### src/rtl/crp_pkg.sv
package crp_pkg;

  localparam int unsigned ChW       = 8;
  localparam int unsigned RowW      = 10;
  localparam int unsigned ColW      = 15;
  localparam int unsigned CntW      = 2;
  localparam int unsigned CfgIdxW   = 1;
  localparam int unsigned CfgDataW  = 15;

  localparam logic [CntW-1:0] MAX_LETTERS = 2'd3;
  localparam logic [RowW-1:0] ROW_SAT     = 10'd1000;
  localparam logic [RowW-1:0] ROW_CAP     = 10'd999;
  localparam logic [RowW-1:0] ROWS_RESET  = 10'd999;
  localparam logic [ColW-1:0] COLS_RESET  = 15'd18278;

  localparam logic [ChW-1:0] CH_UPPER_A = 8'h41;
  localparam logic [ChW-1:0] CH_UPPER_Z = 8'h5A;
  localparam logic [ChW-1:0] CH_LOWER_A = 8'h61;
  localparam logic [ChW-1:0] CH_LOWER_Z = 8'h7A;
  localparam logic [ChW-1:0] CH_ZERO    = 8'h30;
  localparam logic [ChW-1:0] CH_NINE    = 8'h39;

  localparam logic [CfgIdxW-1:0] REG_MAX_ROWS = 1'd0;
  localparam logic [CfgIdxW-1:0] REG_MAX_COLS = 1'd1;

  typedef enum logic [1:0] {
    PH_LETTERS = 2'd0,
    PH_DIGITS  = 2'd1,
    PH_DONE    = 2'd2,
    PH_INVALID = 2'd3
  } phase_t;

  typedef struct packed {
    phase_t            phase;
    logic [CntW-1:0]   letter_count;
    logic [ColW-1:0]   col_acc;
    logic [RowW-1:0]   row_acc;
  } parse_state_t;

  typedef struct packed {
    logic            ok;
    logic [RowW-1:0] row;
    logic [ColW-1:0] col;
  } parse_res_t;

  localparam parse_state_t STATE_CLEAR = '{
    phase:        PH_LETTERS,
    letter_count: '0,
    col_acc:      '0,
    row_acc:      '0
  };

endpackage

### src/rtl/cell_reference_parser.sv
// Cell reference parser for spreadsheet names in A1 notation, such as B12.
// The name arrives one character per request on the input channel (ch, with
// last marking the final character). Each request is accepted at a rising
// edge with in_valid high and in_stall low. Only the request flagged last
// produces a result request on the output channel: valid_res, row_index and
// col_index, taken at an edge with out_valid high and out_stall low.
// A character accepted lands in the input register; its result is then
// registered in the output register. Throughput: one character per cycle
// while in_stall is low, set by the combinational update of the parse
// state (a shift-and-add times 26 or times 10, and a bound compare).
// When the receiver stalls, a finished result waits in the output register
// while further characters of the next name keep flowing; only a second
// last-flagged character backs up, raising in_stall until the slot frees.
// Reset (rst, synchronous) empties both registers, clears the parse state
// and loads max_rows = 999 and max_cols = 18278. The configuration port
// (cfg_we, cfg_index, cfg_data) writes a register and should be used only
// while no name is in flight.
module cell_reference_parser
  import crp_pkg::*;
(
  input  logic                clk,
  input  logic                rst,
  // Character requests.
  input  logic                in_valid,
  output logic                in_stall,
  input  logic [ChW-1:0]      ch,
  input  logic                last,
  // Result requests.
  output logic                out_valid,
  input  logic                out_stall,
  output logic                valid_res,
  output logic [RowW-1:0]     row_index,
  output logic [ColW-1:0]     col_index,
  // Configuration writes.
  input  logic                cfg_we,
  input  logic [CfgIdxW-1:0]  cfg_index,
  input  logic [CfgDataW-1:0] cfg_data
);

  // Input register.
  logic           in_full;
  logic [ChW-1:0] ch_q;
  logic           last_q;

  // Parse state, carried across the characters of one name.
  parse_state_t st;
  parse_state_t st_next;
  parse_res_t   res_next;

  logic [RowW-1:0] max_rows;
  logic [ColW-1:0] max_cols;

  logic advance;
  logic out_free;

  // The output slot can take a new result when empty or being emptied now.
  assign out_free = !out_valid || !out_stall;
  // Characters that are not last never need the output slot.
  assign advance  = in_full && (!last_q || out_free);
  // The input register accepts whenever it is empty or moving on this cycle.
  assign in_stall = in_full && !advance;

  crp_step u_step (
    .cur      (st),
    .ch       (ch_q),
    .max_rows (max_rows),
    .max_cols (max_cols),
    .nxt      (st_next),
    .res      (res_next)
  );

  always_ff @(posedge clk) begin
    if (rst) begin
      in_full <= 1'b0;
    end else if (in_valid && !in_stall) begin
      in_full <= 1'b1;
    end else if (advance) begin
      in_full <= 1'b0;
    end
    if (in_valid && !in_stall) begin
      ch_q   <= ch;
      last_q <= last;
    end
  end

  // A finished name returns the parser to its cleared state.
  always_ff @(posedge clk) begin
    if (rst) begin
      st <= STATE_CLEAR;
    end else if (advance) begin
      st <= last_q ? STATE_CLEAR : st_next;
    end
  end

  always_ff @(posedge clk) begin
    if (rst) begin
      out_valid <= 1'b0;
    end else if (advance && last_q) begin
      out_valid <= 1'b1;
    end else if (!out_stall) begin
      out_valid <= 1'b0;
    end
    if (advance && last_q) begin
      valid_res <= res_next.ok;
      row_index <= res_next.row;
      col_index <= res_next.col;
    end
  end

  always_ff @(posedge clk) begin
    if (rst) begin
      max_rows <= ROWS_RESET;
      max_cols <= COLS_RESET;
    end else if (cfg_we) begin
      case (cfg_index)
        REG_MAX_ROWS: max_rows <= cfg_data[RowW-1:0];
        REG_MAX_COLS: max_cols <= cfg_data[ColW-1:0];
        default: begin
        end
      endcase
    end
  end

  // An invalid name reports zero row and column.
  a_invalid_zero: assert property (@(posedge clk) disable iff (rst)
    out_valid && !valid_res |-> row_index == '0 && col_index == '0)
    else $error("invalid result carries nonzero indexes");

  // A reported row is always below the row cap.
  a_row_bound: assert property (@(posedge clk) disable iff (rst)
    out_valid && valid_res |-> row_index < ROW_CAP)
    else $error("row index out of range");

  // The end of a name leaves the parse state cleared.
  a_clear_after_last: assert property (@(posedge clk) disable iff (rst)
    advance && last_q |=> st == STATE_CLEAR)
    else $error("parse state not cleared after last character");

  // Backpressure only appears with a held character that needs the slot.
  a_stall_cause: assert property (@(posedge clk) disable iff (rst)
    in_stall |-> in_full && last_q && out_valid && out_stall)
    else $error("input stalled without cause");

  // A stalled result is never overwritten by the next name.
  a_no_overwrite: assert property (@(posedge clk) disable iff (rst)
    out_valid && out_stall |-> !(advance && last_q))
    else $error("pending result overwritten");

endmodule

### src/rtl/crp_step.sv
module crp_step
  import crp_pkg::*;
(
  input  parse_state_t    cur,
  input  logic [ChW-1:0]  ch,
  input  logic [RowW-1:0] max_rows,
  input  logic [ColW-1:0] max_cols,
  output parse_state_t    nxt,
  output parse_res_t      res
);

  logic            is_upper;
  logic            is_lower;
  logic            is_digit;
  logic [3:0]      digit;
  logic [ColW-1:0] letter;
  logic [ColW-1:0] col_prod;
  logic [13:0]     row_prod;
  logic [RowW-1:0] rows_lim;

  assign is_upper = ch inside {[CH_UPPER_A:CH_UPPER_Z]};
  assign is_lower = ch inside {[CH_LOWER_A:CH_LOWER_Z]};
  assign is_digit = ch inside {[CH_ZERO:CH_NINE]};
  assign digit    = 4'(ch - CH_ZERO);
  assign letter   = ColW'(ch - CH_UPPER_A) + ColW'(1);

  // Column times 26 as shifts; at most two letters precede the multiply,
  // so the product stays well inside the column width.
  assign col_prod = (cur.col_acc << 4) + (cur.col_acc << 3) + (cur.col_acc << 1) + letter;
  assign row_prod = ({4'b0, cur.row_acc} << 3) + ({4'b0, cur.row_acc} << 1) + {10'b0, digit};

  always_comb begin
    nxt = cur;
    case (cur.phase)
      PH_LETTERS: begin
        if ((is_upper || is_lower) && cur.letter_count < MAX_LETTERS) begin
          if (is_lower) begin
            nxt.phase = PH_INVALID;
          end else begin
            nxt.col_acc      = col_prod;
            nxt.letter_count = cur.letter_count + CntW'(1);
          end
        end else if (is_digit && cur.letter_count != '0) begin
          nxt.phase   = PH_DIGITS;
          nxt.row_acc = {6'b0, digit};
        end else begin
          nxt.phase = PH_INVALID;
        end
      end
      PH_DIGITS: begin
        if (is_digit) begin
          nxt.row_acc = (row_prod > {4'b0, ROW_SAT}) ? ROW_SAT : row_prod[RowW-1:0];
        end else begin
          nxt.phase = PH_DONE;
        end
      end
      default: begin
        nxt = cur;
      end
    endcase
  end

  assign rows_lim = (max_rows > ROW_CAP) ? ROW_CAP : max_rows;

  always_comb begin
    res.ok = (nxt.phase == PH_DIGITS || nxt.phase == PH_DONE) &&
             nxt.row_acc != '0 && nxt.row_acc <= rows_lim &&
             nxt.col_acc != '0 && nxt.col_acc <= max_cols;
    res.row = res.ok ? nxt.row_acc - RowW'(1) : '0;
    res.col = res.ok ? nxt.col_acc - ColW'(1) : '0;
  end

endmodule

### config.mk
export PLATFORM = sky130hd
export DESIGN_NAME = cell_reference_parser
export DESIGN_NICKNAME = d
export VERILOG_FILES = /design/src/rtl/crp_pkg.sv /design/src/rtl/cell_reference_parser.sv /design/src/rtl/crp_step.sv
export SDC_FILE = /design/constraint.sdc
export NUM_CORES = 1
export LEC_CHECK = 0
export BUFFER_PORTS_ARGS = -buffer_cell sky130_fd_sc_hd__buf_4
export CORE_ASPECT_RATIO = 1.4
export CORE_UTILIZATION = 60
export CTS_CLUSTER_DIAMETER = 200
export DETAILED_ROUTE_END_ITERATION = 10
export GPL_TIMING_DRIVEN = 0
export HOLD_SLACK_MARGIN = 0.15
export PLACE_DENSITY = 0.8
export SETUP_SLACK_MARGIN = 0.15
export SLEW_MARGIN = 5
export SYNTH_ARGS = -nofsm -noshare
export SYNTH_HDL_FRONTEND = slang
export SYNTH_HIERARCHICAL = 1
export SYNTH_SLANG_ARGS = --single-unit
export TNS_END_PERCENT = 20
### constraint.sdc
create_clock -name clk -period 9.2 [get_ports clk]
set_clock_uncertainty 0.1 [all_clocks]
set_input_delay 1.84 -clock clk [delete_from_list [all_inputs] [get_ports clk]]
set_output_delay 1.84 -clock clk [all_outputs]
set_load 0.1 [all_outputs]
Yosys cells after proc, flatten, opt, wreduce, memory -nomap -nowiden. Index checks and enable logic that the tools add are counted.

Register bits: 91. Bits in latches: 0. Bits in writable memories: 0. Bits in read-only memories: 0. Input port bits: 30. Output and inout bits: 28. Logic and storage cells: 92. Memories kept: 0.

$add $sub $neg: 11. Multipliers: 0. Div/mod/pow operators: 0. Order comparisons: 11. Equality and inequality tests: 5. Shift operators: 0. Mux-type cells: 19. Bitwise logic cells: 1. Reductions and logical operators: 32.

Operator list (count): $mux 17 (3); $mux 10 (5); $add 15x15->15 (3); $mux 29 (1); $pmux 10 s2 (1); $ge 8x7->1 const B (2); $le 8x7->1 const B (2); $add 15x1->15 const B (1); $le 15x15->1 (1); $reduce_bool 15->1 (1); $sub 15x1->15 const B (1); $add 13x11->14 (1); $add 14x4->14 (1); $gt 14x10->1 const B (1); $logic_and 1x1->1 (13); $gt 10x10->1 const B (1); $le 10x10->1 (1); $reduce_bool 10->1 (1); $sub 10x1->10 const B (1); $sub 8x7->9 const B (1); $ge 8x6->1 const B (1); $le 8x6->1 const B (1); $mux 2 (4); $reduce_bool 2->1 (4); other kinds (15) (27).

Logic depth before layout (Yosys ltp). Gate-level depths: netlist of run 1.

Depth after elaboration: 12. Gate-level depth with buffers: 30. Mapped depth without buffers: 28.

Cells and area by module. Netlist of run 1, hierarchy kept.

By module, submodules not included: crp_step (times used 1, cells each 565, area each 4186.5 sq um, sequential area each 0.0 sq um); cell_reference_parser (times used 1, cells each 223, area each 2965.3 sq um, sequential area each 2172.1 sq um).

Worst setup path after synthesis of run 1. OpenSTA, ideal clock, no wires.

Kind: register -> register. From: reg ch_q[1]. To: reg col_index[10], data pin. Setup time: 0.157 ns. Data arrival time: 6.243 ns. Data required time: 8.943 ns. Slack: 2.700 ns. Cell stages (with the launch flop): 29. Buffers on the path: 2. Period minus slack after synthesis: 6.500 ns. Path through: edfxtp_1 > clkbuf_1 > inv_1 > ha_1 > nor2b_1 > or4b_2 > a21o_1 > a21oi_1 > inv_1 > fa_1 > inv_1 > ha_1 > a21o_1 > a21oi_1 > nor2b_1 > a311oi_1 > xor2_1 > o21ai_1 > ha_1 > a21oi_1 > nor2b_1 > o21ai_0 > nand2b_1 > nor3_1 > a21oi_1 > a211oi_1 > o41ai_4 > clkbuf_1 > nor3_1.

RTL lines: from (decl) (RTL line cell_reference_parser.sv:42) `logic [ChW-1:0] ch_q;`; from (signal assigned) (RTL line cell_reference_parser.sv:81) `ch_q <= ch;`; to (signal assigned) (RTL line cell_reference_parser.sv:106) `col_index <= res_next.col;`; to (decl) (RTL line cell_reference_parser.sv:33) `output logic [ColW-1:0] col_index,`.

==> results of run 1 <==
-- area by class of cell --
class / count / area (um2) / area share (%)
Clock inverter: 5 / 33.8 / 0.418
Buffer: 35 / 195 / 2.42
Multi-Input combinational cell: 592 / 4530 / 56.1
Clock buffer: 11 / 264 / 3.27
Sequential cell: 91 / 2170 / 26.9
Tap cell: 144 / 180 / 2.23
Timing Repair Buffer: 58 / 439 / 5.44
Inverter: 70 / 263 / 3.25
-- state kept, by name (all words and copies together) (netlist names), 8 cells and up --
signal and count:
row_index 10, max_cols 15, col_index 15, max_rows 10, ch_q 8, st 29
-- placed cells by master, fill, tap and decap left out, types with 7 or more instances in the layout --
master and instances:
a21oi_1 35, edfxtp_1 35, clkbuf_16 10, nand2_1 105
ha_1 66, clkbuf_1 15, nor2_1 29, a211oi_1 11
a21o_1 10, buf_6 7, nor2b_1 17, nand3b_1 19
o21a_1 8, nand3_1 9, xor2_1 13, buf_4 58
dfxtp_1 56, nand4_1 7, buf_2 12, nor3_1 32
inv_1 71, xnor2_1 24, o21ai_0 37, fa_1 24
a22o_1 29
-- cells in the mapped netlist (all sizes together) (9+ instances only) --
master    n
a211oi   12
a21o     10
a21oi    37
a22o     29
buf      20
clkbuf   15
dfxtp    56
edfxtp   35
fa       24
ha       66
inv      70
nand2   105
nand3     9
nand3b   19
nor2     29
nor2b    17
nor3     32
o21ai    38
xnor2    24
xor2     13
-- worst max-delay path, cell delays in order (launching register included) --
cell,delay (ps)
edfxtp_1,510
clkbuf_1,260
inv_1,210
ha_1,250
nor2b_1,280
or4b_2,610
a21o_1,210
a21oi_1,280
inv_1,250
fa_1,580
inv_1,40
ha_1,340
a21o_1,230
a21oi_1,140
nor2b_1,60
a311oi_1,390
o21ai_0,230
xnor2_1,170
o21ai_0,760
ha_1,390
o21ai_0,90
nand2b_1,90
nor3_1,170
a21oi_1,150
a211oi_1,720
o41ai_4,310
clkbuf_1,290
nor3_1,260
-- logic make-up after synthesis --
family          after synthesis  synth area share [%]
simple gates                268                  19.6
compound gates              191                  19.9
buf+inv                     105                  6.40
flops                        91                  30.4
fa+ha+maj                    90                  18.3
xor+xnor                     37                  4.53
mux                           6                 0.857
-- metrics by stage --
| step | hold WS, ps | utilization, % | worst slack, ps | power (mW) | std cells |
|---|---|---|---|---|---|
| global placement | 349 | 67.8 | 1060 | 0.592 | 989 |
| finish | 367 | 70.5 | 650 | 0.959 | 1006 |
| detailed placement | 354 | 67.9 | 891 | 0.599 | 990 |
| global route | 387 | 70.5 | 240 | 0.995 | 1006 |
| CTS | 370 | 70.5 | 779 | 0.961 | 1006 |
| floorplan | 332 | - | 2700 | 0.553 | 788 |
-- path summary, 6_finish.rpt --
kind                                    end  cells after the start
setup reg to reg     col_index[4]$_DFFE_PP_                     27
hold / removal    max_cols[13]$_SDFFE_PP0P_                      2
hold reg to reg   max_cols[13]$_SDFFE_PP0P_                      2
setup / recovery     col_index[4]$_DFFE_PP_                     27
-- per-layer routing --
metal / vias up / wire [um] / global-route usage (%)
li1: 2968 / - / -
met1: 3009 / 7200 / 36.7
met5: - / 0 / 0
met3: 49 / 948 / 4.80
met4: 0 / 616 / 11.6
met2: 224 / 9640 / 54.6
-- where the power goes --
| group | internal (mW) | switching [mW] |
|---|---|---|
| clock network | 0.208 | 0.158 |
| registers | 0.429 | 0.0103 |
| logic | 0.0584 | 0.0954 |
| total | 0.695 | 0.264 |
==> impl_metrics.env, run 1 <==
export IMPL_period_share_pct=92.9
export IMPL_cts_tree="built"
export IMPL_drive_gt1_share_pct=14.5
export IMPL_min_period_ps=8550
export IMPL_post_cts_setup_buffers=0
export IMPL_grt_pass1_vias=6069
export IMPL_min_delay_path_class="flip-flop to flip-flop"
export IMPL_die_y_um=131
export IMPL_port_buffers=57
export IMPL_setup_viol=0
export IMPL_fin_area_mm2=0.00807
export IMPL_area_delta_synth_final_pct=12.9
export IMPL_cp_startpoint="ch_q[1]$_DFFE_PP_"
export IMPL_vias=6250
export IMPL_wl_per_cell_um=18.3
export IMPL_place_gp_congestion=0.953
export IMPL_grt_overflow_total=0
export IMPL_synth_ff_type="dfxtp_1"
export IMPL_cts_root_buffer="clkbuf_16"
export IMPL_pin_count=58
export IMPL_h_tree_depth=3
export IMPL_setup_tns_final_ps=0
export IMPL_antenna_found_initial=0
export IMPL_maxCapViolations=0
export IMPL_ant_nets=0
export IMPL_hold_buffers=0
export IMPL_cts_sinks=91
export IMPL_maxSlewHeadroom_pct=21.1
export IMPL_numCtsBuffers=9
export IMPL_grt_max_degree=20
export IMPL_syn_num_nets=908
export IMPL_path_class="flip-flop to flip-flop"
export IMPL_dieArea_mm2=0.0124
export IMPL_grt_pass1_wl_um=29800
export IMPL_worst_setup_path_end_kind="flip-flop"
export IMPL_reg2reg_from="ch_q[1]$_DFFE_PP_"
export IMPL_cp_required_ps=9260
export IMPL_clock_path_buffers=2
export IMPL_power_leakage_nw=3.73
export IMPL_routed_wirelength_um=18400
export IMPL_place_area_mm2=0.00777
export IMPL_rows=46
export IMPL_power_density_mw_per_mm2=119
export IMPL_outcome="finished clean"
export IMPL_synth_largest_area_cell="dfxtp_1"
export IMPL_fmax_mhz=117
export IMPL_core_mm2=0.0115
export IMPL_hold_start="max_cols[13]$_SDFFE_PP0P_"
export IMPL_maxSlewViolCount=0
export IMPL_synth_cell_type_count=83
export IMPL_finalHoldViolCount=0
export IMPL_startpoint_type="flip-flop"
export IMPL_initial_core_util_pct=62.4
export IMPL_drc_errors=0
export IMPL_crit_fanout=10
export IMPL_clk_pin_slew_ps=70
export IMPL_rsz0062_at_grt="false"
export IMPL_synth_edf_count=35
export IMPL_rrSetupSlack_ps=650
export IMPL_synth_seq_cells=91
export IMPL_ys_top_cells_by_area="dfxtp_1, edfxtp_1, ha_1"
export IMPL_yosys_area_top_type_share_pct=15.7
export IMPL_hpwl_um=14700
export IMPL_vias_per_cell=6.21
export IMPL_clkLatencyLatePin_ps=340
export IMPL_drt_initial_drc_count=556
export IMPL_nets=977
export IMPL_antenna_cells=0
export IMPL_firstDrtPassIters=8
export IMPL_peakVddDrop_mv=0.108
export IMPL_syn_area_per_cell_um2=9.08
export IMPL_die_x_um=94.3
export IMPL_syn_cell_area_mm2=0.00715
export IMPL_ctsResizeCount=0
export IMPL_grtUsageTotal_pct=30.9
export IMPL_critical_path_arrival_ps=8610
export IMPL_nFillCells=913
export IMPL_synth_seq_area_share_pct=30.4
export IMPL_synth_warning_count=6
export IMPL_ys_async_sr_fraction_pct=0
export IMPL_syn_instance_count=788
export IMPL_tightest_slew_ps=1170
Power figures use the tool's default switching activity.
==> inputs of run 2 (changes only) <==
MAX_ROUTING_LAYER = met4   (was default)
==> impl_metrics.env, run 2 (synthesis gave the netlist of run 1 again) <==
export IMPL_startpoint_type="flip-flop"
export IMPL_area_delta_synth_final_pct=12.9
export IMPL_clkLatencyLatePin_ps=350
export IMPL_finalHoldViolCount=0
export IMPL_core_mm2=0.0115
export IMPL_cts_root_buffer="clkbuf_16"
export IMPL_drt_initial_drc_count=460
export IMPL_h_tree_depth=3
export IMPL_setup_slack_ps=621
export IMPL_port_buffers=57
export IMPL_utilization_pct=70.5
export IMPL_initial_core_util_pct=62.4
export IMPL_maxCapViolations=0
export IMPL_reg2reg_depth=27
export IMPL_rsz0062_at_grt="false"
export IMPL_multi_input_area_mm2=0.00453
export IMPL_r2r_end="col_index[9]$_DFFE_PP_"
export IMPL_cts_sinks=91
export IMPL_peakVddDrop_mv=0.111
export IMPL_cp_required_ps=9260
export IMPL_dp_slack_ps=844
export IMPL_maxSlewViolCount=0
export IMPL_regMostFlops="st"
export IMPL_seqCellArea_mm2=0.00217
export IMPL_dieArea_mm2=0.0124
export IMPL_hpwl_um=14800
export IMPL_hold_buffers=0
export IMPL_critical_path_arrival_ps=8640
export IMPL_grtUsageTotal_pct=31.4
export IMPL_maxSlewHeadroom_pct=21.0
export IMPL_min_delay_path_class="flip-flop to flip-flop"
export IMPL_critical_path_buf_inv_count=5
export IMPL_die_x_um=94.3
export IMPL_crit_fanout=10
export IMPL_vias_per_cell=6.28
export IMPL_rrSetupSlack_ps=620
export IMPL_grt_pass1_vias=5970
export IMPL_ant_nets=0
export IMPL_clock_path_buffers=2
export IMPL_grt_max_degree=20
export IMPL_antenna_found_initial=0
export IMPL_nets=977
export IMPL_hold_ws_ps=369
export IMPL_period_share_pct=93.2
export IMPL_drc_errors=0
export IMPL_ctsResizeCount=0
export IMPL_critical_path_depth=27
export IMPL_final_common_cell="nand2_1"
export IMPL_firstDrtPassIters=5
export IMPL_routed_wirelength_um=18500
export IMPL_outcome="finished clean"
export IMPL_vias=6320
export IMPL_cts_tree="built"
export IMPL_antenna_cells=0
export IMPL_hold_depth=2
export IMPL_fmax_mhz=117
export IMPL_setup_viol=0
export IMPL_largest_reg_flops=29
export IMPL_tightest_slew_ps=1170
export IMPL_grt_pass1_wl_um=29400
export IMPL_power_leakage_nw=3.73
export IMPL_p_total_mw=0.958
export IMPL_post_cts_setup_buffers=0
export IMPL_slowest_stage="a211oi_1"
export IMPL_crit_path_end="col_index[9]$_DFFE_PP_"
export IMPL_path_class="flip-flop to flip-flop"
export IMPL_wl_per_cell_um=18.4
export IMPL_top_regs="st: 29 flops, col_index: 15 flops, max_cols: 15 flops"
export IMPL_worst_setup_path_end_kind="flip-flop"
export IMPL_setup_tns_final_ps=0
export IMPL_pin_count=58
export IMPL_cpLargestDelayFamily="compound AO/OA/AOI/OAI gates"
export IMPL_die_y_um=131
export IMPL_drive_gt1_share_pct=14.5
export IMPL_mostFrequentLayoutCells="nand2_1, inv_1, ha_1, buf_4, dfxtp_1"
export IMPL_max_stage_delay_ps=760
export IMPL_nFillCells=906
export IMPL_rows=46
export IMPL_reg2reg_from="ch_q[1]$_DFFE_PP_"
export IMPL_numCtsBuffers=9
export IMPL_cp_startpoint="ch_q[1]$_DFFE_PP_"
export IMPL_grt_overflow_total=0
export IMPL_place_gp_congestion=0.952
export IMPL_min_period_ps=8580
export IMPL_clk_pin_slew_ps=70
export IMPL_power_density_mw_per_mm2=119
run 2: worst min path at each step:
| stage | startpoint | end | slack (ps) |
|---|---|---|---|
| 5_1_grt | max_cols[13]$_SDFFE_PP0P_ | max_cols[13]$_SDFFE_PP0P_ | 390 |
| 4_1_cts | max_cols[13]$_SDFFE_PP0P_ | max_cols[13]$_SDFFE_PP0P_ | 370 |
| 2_1_floorplan | max_rows[0]$_SDFFE_PP1P_ | max_rows[0]$_SDFFE_PP1P_ | 330 |
| 6_report | max_cols[7]$_SDFFE_PP0P_ | max_cols[7]$_SDFFE_PP0P_ | 370 |
| 3_3_place_gp | max_cols[3]$_SDFFE_PP0P_ | max_cols[3]$_SDFFE_PP0P_ | 350 |
| 3_5_place_dp | max_cols[3]$_SDFFE_PP0P_ | max_cols[3]$_SDFFE_PP0P_ | 350 |
run 2: where the power goes:
part / switching [mW] / internal [mW] / total, mW
Combinational: 0.0934 / 0.0588 / 0.152
Sequential: 0.0104 / 0.429 / 0.439
Clock: 0.164 / 0.202 / 0.366
run 2: area by class of cell:
type / count / area share [%]
Multi-Input combinational cell: 592 / 56.1
Sequential cell: 91 / 26.9
Timing Repair Buffer: 58 / 5.44
Inverter: 70 / 3.26
Clock buffer: 10 / 3.10
Buffer: 35 / 2.42
Tap cell: 144 / 2.23
Clock inverter: 6 / 0.574
run 2: worst reg2reg max path, stage by stage, from the launching register on:
cell and delay [ps]:
edfxtp_1 500, clkbuf_1 260, inv_1 200, ha_1 260, nor2b_1 310, or4b_2 620, a21o_1 210, a21oi_1 280
inv_1 250, fa_1 570, inv_1 40, ha_1 350, a21o_1 230, a21oi_1 140, nor2b_1 60, a311oi_1 380
o21ai_0 210, xnor2_1 150, o21ai_0 720, ha_1 390, o21ai_0 80, nand2b_1 90, nor3_1 180, a21oi_1 150
a211oi_1 760, o41ai_4 310, clkbuf_1 290, nor3_1 280
run 2: routing by layer:
| layer | vias to the layer above | share of wire, % | global-route usage (%) |
|---|---|---|---|
| met5 | - | 0 | - |
| li1 | 2974 | - | - |
| met3 | 54 | 5.1 | 4.86 |
| met4 | 0 | 3.6 | 12.6 |
| met1 | 3027 | 40 | 36.1 |
| met2 | 265 | 51 | 53.7 |
run 2: through the flow:
step	std cells	area, um2
floorplan	788	7150
global placement	989	7760
detailed placement	990	7770
CTS	1006	8070
global route	1006	8070
finish	1006	8070
